$ cat src/hw/rtl/bpa_pkg.sv
// Shared constants, codes and control structs of the bitmap page allocator.
// No dependencies.
`default_nettype none

package bpa_pkg;

  localparam int ADDR_W         = 56;
  localparam int SIZE_W         = 13;
  localparam int MAP_W          = 64;
  localparam int BIT_W          = 6;
  localparam int CFG_IDX_W      = 2;
  localparam int DEF_POOL_PAGES = 4096;
  localparam int DEF_PAGE_BYTES = 4096;

  localparam logic [SIZE_W-1:0] SIZE_RST = 13'd4096;

  localparam logic CMD_ALLOC = 1'b0;
  localparam logic CMD_FREE  = 1'b1;

  localparam logic [1:0] ST_OK       = 2'd0;
  localparam logic [1:0] ST_NO_PAGE  = 2'd1;
  localparam logic [1:0] ST_BAD_ADDR = 2'd2;

  localparam logic [CFG_IDX_W-1:0] REG_KERNEL_BASE = 2'd0;
  localparam logic [CFG_IDX_W-1:0] REG_USER_BASE   = 2'd1;
  localparam logic [CFG_IDX_W-1:0] REG_KERNEL_SIZE = 2'd2;
  localparam logic [CFG_IDX_W-1:0] REG_USER_SIZE   = 2'd3;

  typedef struct packed {
    logic take;
    logic scan_rd;
    logic alloc_commit;
    logic no_page;
    logic free_check;
    logic free_rd;
    logic free_wr;
    logic clr_wr;
    logic out_load;
  } ctl_cmd_t;

  typedef struct packed {
    logic clr_last;
    logic rd_more;
    logic chk_valid;
    logic hit;
    logic free_ok;
  } dp_stat_t;

endpackage

`default_nettype wire

$ cat src/hw/rtl/bpa_ctrl.sv
// Controller state machine of the bitmap page allocator.
// Depends on bpa_pkg; drives the datapath through ctl_cmd_t.
`default_nettype none

module bpa_ctrl
  import bpa_pkg::*;
(
  input  wire logic     clk,
  input  wire logic     rst_n,
  input  wire logic     in_valid,
  input  wire logic     in_command,
  output logic          in_ready,
  output logic          out_valid,
  input  wire logic     out_ready,
  input  wire dp_stat_t stat,
  output ctl_cmd_t      cmd
);

  localparam logic [2:0] S_CLEAR = 3'd0;
  localparam logic [2:0] S_IDLE  = 3'd1;
  localparam logic [2:0] S_SCAN  = 3'd2;
  localparam logic [2:0] S_FCHK  = 3'd3;
  localparam logic [2:0] S_FRD   = 3'd4;
  localparam logic [2:0] S_FWR   = 3'd5;
  localparam logic [2:0] S_DONE  = 3'd6;

  logic [2:0] state_r, state_nxt;
  logic       out_valid_r, out_valid_nxt;

  always_comb begin
    state_nxt = state_r;
    cmd       = '0;
    case (state_r)
      S_CLEAR: begin
        cmd.clr_wr = 1'b1;
        if (stat.clr_last) state_nxt = S_IDLE;
      end
      S_IDLE: begin
        if (in_valid) begin
          cmd.take  = 1'b1;
          state_nxt = (in_command == CMD_FREE) ? S_FCHK : S_SCAN;
        end
      end
      S_SCAN: begin
        if (stat.hit) begin
          cmd.alloc_commit = 1'b1;
          state_nxt        = S_DONE;
        end else if (!stat.chk_valid && !stat.rd_more) begin
          cmd.no_page = 1'b1;
          state_nxt   = S_DONE;
        end else begin
          cmd.scan_rd = stat.rd_more;
        end
      end
      S_FCHK: begin
        cmd.free_check = 1'b1;
        state_nxt      = stat.free_ok ? S_FRD : S_DONE;
      end
      S_FRD: begin
        cmd.free_rd = 1'b1;
        state_nxt   = S_FWR;
      end
      S_FWR: begin
        cmd.free_wr = 1'b1;
        state_nxt   = S_DONE;
      end
      S_DONE: begin
        if (!out_valid_r || out_ready) begin
          cmd.out_load = 1'b1;
          state_nxt    = S_IDLE;
        end
      end
      default: begin
        state_nxt = S_CLEAR;
      end
    endcase
  end

  always_comb begin
    out_valid_nxt = out_valid_r;
    if (cmd.out_load) out_valid_nxt = 1'b1;
    else if (out_ready) out_valid_nxt = 1'b0;
  end

  always_ff @(posedge clk) begin
    if (!rst_n) begin
      state_r     <= S_CLEAR;
      out_valid_r <= 1'b0;
    end else begin
      state_r     <= state_nxt;
      out_valid_r <= out_valid_nxt;
    end
  end

  assign in_ready  = (state_r == S_IDLE);
  assign out_valid = out_valid_r;

endmodule

`default_nettype wire

$ cat config.mk
export PLATFORM = sky130hd
export DESIGN_NAME = bpa_ctrl
export DESIGN_NICKNAME = d
export VERILOG_FILES = /design/src/hw/rtl/bpa_pkg.sv /design/src/hw/rtl/bpa_ctrl.sv
export SDC_FILE = /design/constraint.sdc
export NUM_CORES = 1
export LEC_CHECK = 0
export BUFFER_PORTS_ARGS = -buffer_cell sky130_fd_sc_hd__buf_2
export CAP_MARGIN = 0
export CORE_AREA = 2 2 39 41
export CTS_CLUSTER_SIZE = 24
export DETAILED_ROUTE_END_ITERATION = 10
export DIE_AREA = 0 0 41 43
export GPL_TIMING_DRIVEN = 0
export RECOVER_POWER = 50
export SETUP_SLACK_MARGIN = 0.3
export SLEW_MARGIN = 20
export SYNTH_ARGS = -nofsm -noshare
export SYNTH_HDL_FRONTEND = slang
export SYNTH_SLANG_ARGS = --single-unit
$ cat constraint.sdc
create_clock -name clk -period 2.25 [get_ports clk]
set_clock_uncertainty 0.15 [all_clocks]
set_input_delay 0.3375 -clock clk [delete_from_list [all_inputs] [get_ports clk]]
set_output_delay 0.3375 -clock clk [all_outputs]
set_load 0.02 [all_outputs]
; ---- Word level (Yosys, flattened, before mapping)
; Index checks and enable logic that the tools add are counted.
[op_classes]
n_mux = 24
n_eq_ne = 10
n_reduce_logical = 8
[ops]
columns = cell, n
row1 = 3-bit case mux with 7 select lines, 1
row2 = 3-bit two-way mux, 6
row3 = 1-bit two-way mux, 16
row4 = "3-bit equality test, second input constant", 3
row5 = "3-bit by 2-bit equality test with 1-bit output, second input constant", 2
row6 = "2-bit inequality test, second input constant", 3
row7 = 4-bit AND reduction, 1
row8 = "3-bit by 1-bit equality test with 1-bit output, second input constant", 1
row9 = 1-bit zero test, 3
row10 = 3-bit zero test, 1
row11 = "3-bit inequality test, second input constant", 1
row12 = 2-bit two-way mux, 1
row13 = 2-bit nonzero test, 1
row14 = 1-bit logical AND, 1
row15 = 1-bit logical OR, 1
[totals]
regBits = 4

; ---- Longest topological paths before layout
[depth]
word_depth = 5
mapped_depth = 5
depth_no_buf = 4

; ---- Worst setup path after synthesis
; No wires, ideal clock.
[synth_path]
path_kind = register to output
start = register state_r[0]
end = output port cmd[8] (netlist name)
path_buffers = 1
required_time_ps = 1762
stages_incl_launch_ff = 4
setup_slack_ps = 267
t_arrival_ps = 1496
cell_sequence = dfxtp_1 > buf_2 > nor3b_1 > and2_1
[synth_rtl]
columns = item, line
row1 = from (decl), bpa_ctrl.sv:27  ; logic [2:0] state_r, state_nxt;
row2 = from (signal assigned), bpa_ctrl.sv:90  ; state_r <= state_nxt;
row3 = to (decl), bpa_ctrl.sv:16  ; output ctl_cmd_t cmd

==> impl_metrics.tcl <==
set metrics [dict create \
    postRouteAntennaNets 0 \
    placedInstanceArea_sq_um 458 \
    crit_type "register to output port" \
    vias 388 \
    globalRoute.totalOverflow 0 \
    ys_ff_latch 4 \
    slew_headroom_pct 73.5 \
    tritoncts "yes" \
    numCtsBuffers 3 \
    finalSetupViolCount 0 \
    syn_inst 43 \
    drtPass1Iterations 4 \
    powerDensity_nw_per_um2 568 \
    place_ws_ps 447 \
    cap_viol_max_count 0 \
    clkTransAtPathRegs_ps 40 \
    fin_area_sq_um 503 \
    route.met2.wl_um 352 \
    via_per_inst 4.67 \
    yosys.area.top_type "dfxtp_1" \
    ir_drop_v 0.000257 \
    switching_share_pct 33.9 \
    setup-tns-final_ps 0 \
    seqPwrFrac_pct 29.0 \
    nets 79 \
    seq_area_frac_synth_pct 24.1 \
    setup_ws_ps 321 \
    yosys.area.top_type_share_pct 24.1 \
    fin_util_pct 36.3 \
    synthDistinctLibCells 26 \
    place.gp.congestion 0.713 \
    startpoint_type "register" \
    hold_violations 0 \
    htree_levels 1 \
    grt_max_degree 11 \
    grt_pass1_wl_um 1200 \
    maxUsedRoutingLayer "met4" \
    rsz0062_at_grt "true" \
    drc_errors 0 \
    numPortBuffers 20 \
    cts_root_buf "clkbuf_4" \
    fp.dieH_um 43 \
    drt-total-wl_um 796 \
    drt_iter0_markers 4 \
    synth_top_family_by_area "simple AND/OR/NAND/NOR gates" \
    wl_per_cell_um 9.59 \
    finalMaxSlewViolations 0 \
    async_flop_share_pct 0 \
    coreArea_sq_um 1380 \
    p_leak_nw 0.227 \
    rows 14 \
    clockBufferDepth 2 \
    fin_crit_sh_pct 85.7 \
    grtUsageTotal_pct 10.5 \
    synth_xor_area_share_pct 2.63 \
    worst_pin_slew_ps 397 \
    synth.mux.area_fraction_pct 3.38 \
    status "complete, no violations" \
    power_frac_comb_pct 41.2 \
    cp_data_required_time_ps 1760 \
    n_antenna_cell 0 \
    synth_fa_ha_area_share_pct 0 \
    yosys.area_share.simple_pct 38.0 \
    dp_hpwl_um 636 \
    antenna_found_initial 0 \
    worstPathArrival_ps 1440 \
    die_w_um 41 \
    yosysWarningCount 0 \
    die_area_sq_um 1760 \
    synthTopCellsByArea "dfxtp_1 24%, a21oi_1 6.0%, nor3_1 6.0%" \
    synthFlopType "dfxtp_1" \
    area_delta_synth_final_pct 51.1 \
    cts.sinks 4 \
    first_global_vias 312 \
    insertion_delay_ps 230 \
    wl_met1_um 369 \
    power.switching_mw 0.0969 \
    hp-class "input port to register" \
    wl_met3_um 60 \
    synth_edf_count 0 \
    ios 21 \
    worstSetupEndpointType "output port" \
    clkPwrFrac_pct 29.9 \
    drive_gt1_share_pct 41.8 \
    start_util_pct 24.1 \
    synth_nets 53 \
    hold_buffers 0 \
    worstPathMaxFanout 9 \
    internal-power_mw 0.189 \
    syn_area_sq_um 333 \
    fin_hold_ws_ps 223 \
    synth.avg_cell_area_sq_um 7.74 \
    post-route-min-period_ps 1930 \
    synth_compound_area_share_pct 21.4 \
    fmax_mhz 518 \
]
synthesized netlist by cell type, types with 2 or more instances:
cell,instances
a21oi_1,4
nor2b_1,2
nor2_1,3
and2_1,2
inv_1,2
nor3b_1,2
nor3_1,4
dfxtp_1,4
nand2b_1,3
per-layer routing:
metal | track usage, % | up-vias
met5 | 0 | -
met4 | 8.00 | 0
met3 | 4.71 | 2
met2 | 14.7 | 15
met1 | 11.9 | 170
li1 | - | 201
path summary, 6_finish.rpt:
check	to	from	slack, ps	cells after the start
setup / recovery	cmd[5]	state_r[2]	320	4
hold reg to reg	out_valid	out_valid	480	2
setup reg to reg	state_r[0]	state_r[2]	520	6
hold / removal	state_r[0]	rst_n	220	2
timing repair:
item	4_1_cts	5_1_grt
resized for setup	2	5
pin swaps	1	0
buffers inserted	1	0
setup endpoints to repair	2	3
cloned	0	0
logic make-up (layout without fill, tap and decap cells):
group	after synthesis	in the layout
buffers and inverters	6	30
multiplexers	1	1
AO/OA/AOI/OAI	10	10
AND/OR/NAND/NOR	21	21
XOR/XNOR	1	1
flip-flops	4	4
area by class of cell:
type	instances	area [sq um]
clock buffer	3	22.5
tap	16	20.0
inverter	2	7.51
fill	150	881
multi-input combinational	33	234
buffer	4	27.5
sequential	4	80.1
timing repair buffer	21	111
power by group through the flow:
stage / registers [mW] / logic, mW / clock network, mW
floorplan: 0.0828 / 0.0847 / 0
global placement: 0.0833 / 0.116 / 0
detailed placement: 0.0839 / 0.117 / 0
CTS: 0.0828 / 0.119 / 0.0909
global route: 0.0837 / 0.128 / 0.0943
finish: 0.0828 / 0.118 / 0.0854
critical path, stage by stage, from the launching register on:
cell	delay, ps
dfxtp_1	300
buf_6	130
or4b_4	510
nor3_4	130
buf_6	140
per-stage QoR:
step / total power, mW / cells
2_1_floorplan: 0.167 / 43
3_3_place_gp: 0.199 / 79
3_5_place_dp: 0.201 / 79
4_1_cts: 0.293 / 83
5_1_grt: 0.306 / 83
6_report: 0.286 / 83
cell usage in the layout (no fill, tap or decap), types with 2 or more instances in the layout:
master    instances
and2_1            2
clkbuf_4          3
nor3_1            3
nor2_1            3
nand2b_1          3
buf_6             2
buf_2            15
buf_4             3
clkbuf_1          5
nor2b_1           2
inv_1             2
a21oi_1           4
dfxtp_1           4
flip-flops by register name (all words and copies together), names as in the netlist:
signal / count
out_valid: 1
state_r: 3
(Power assumes the default switching activity.)
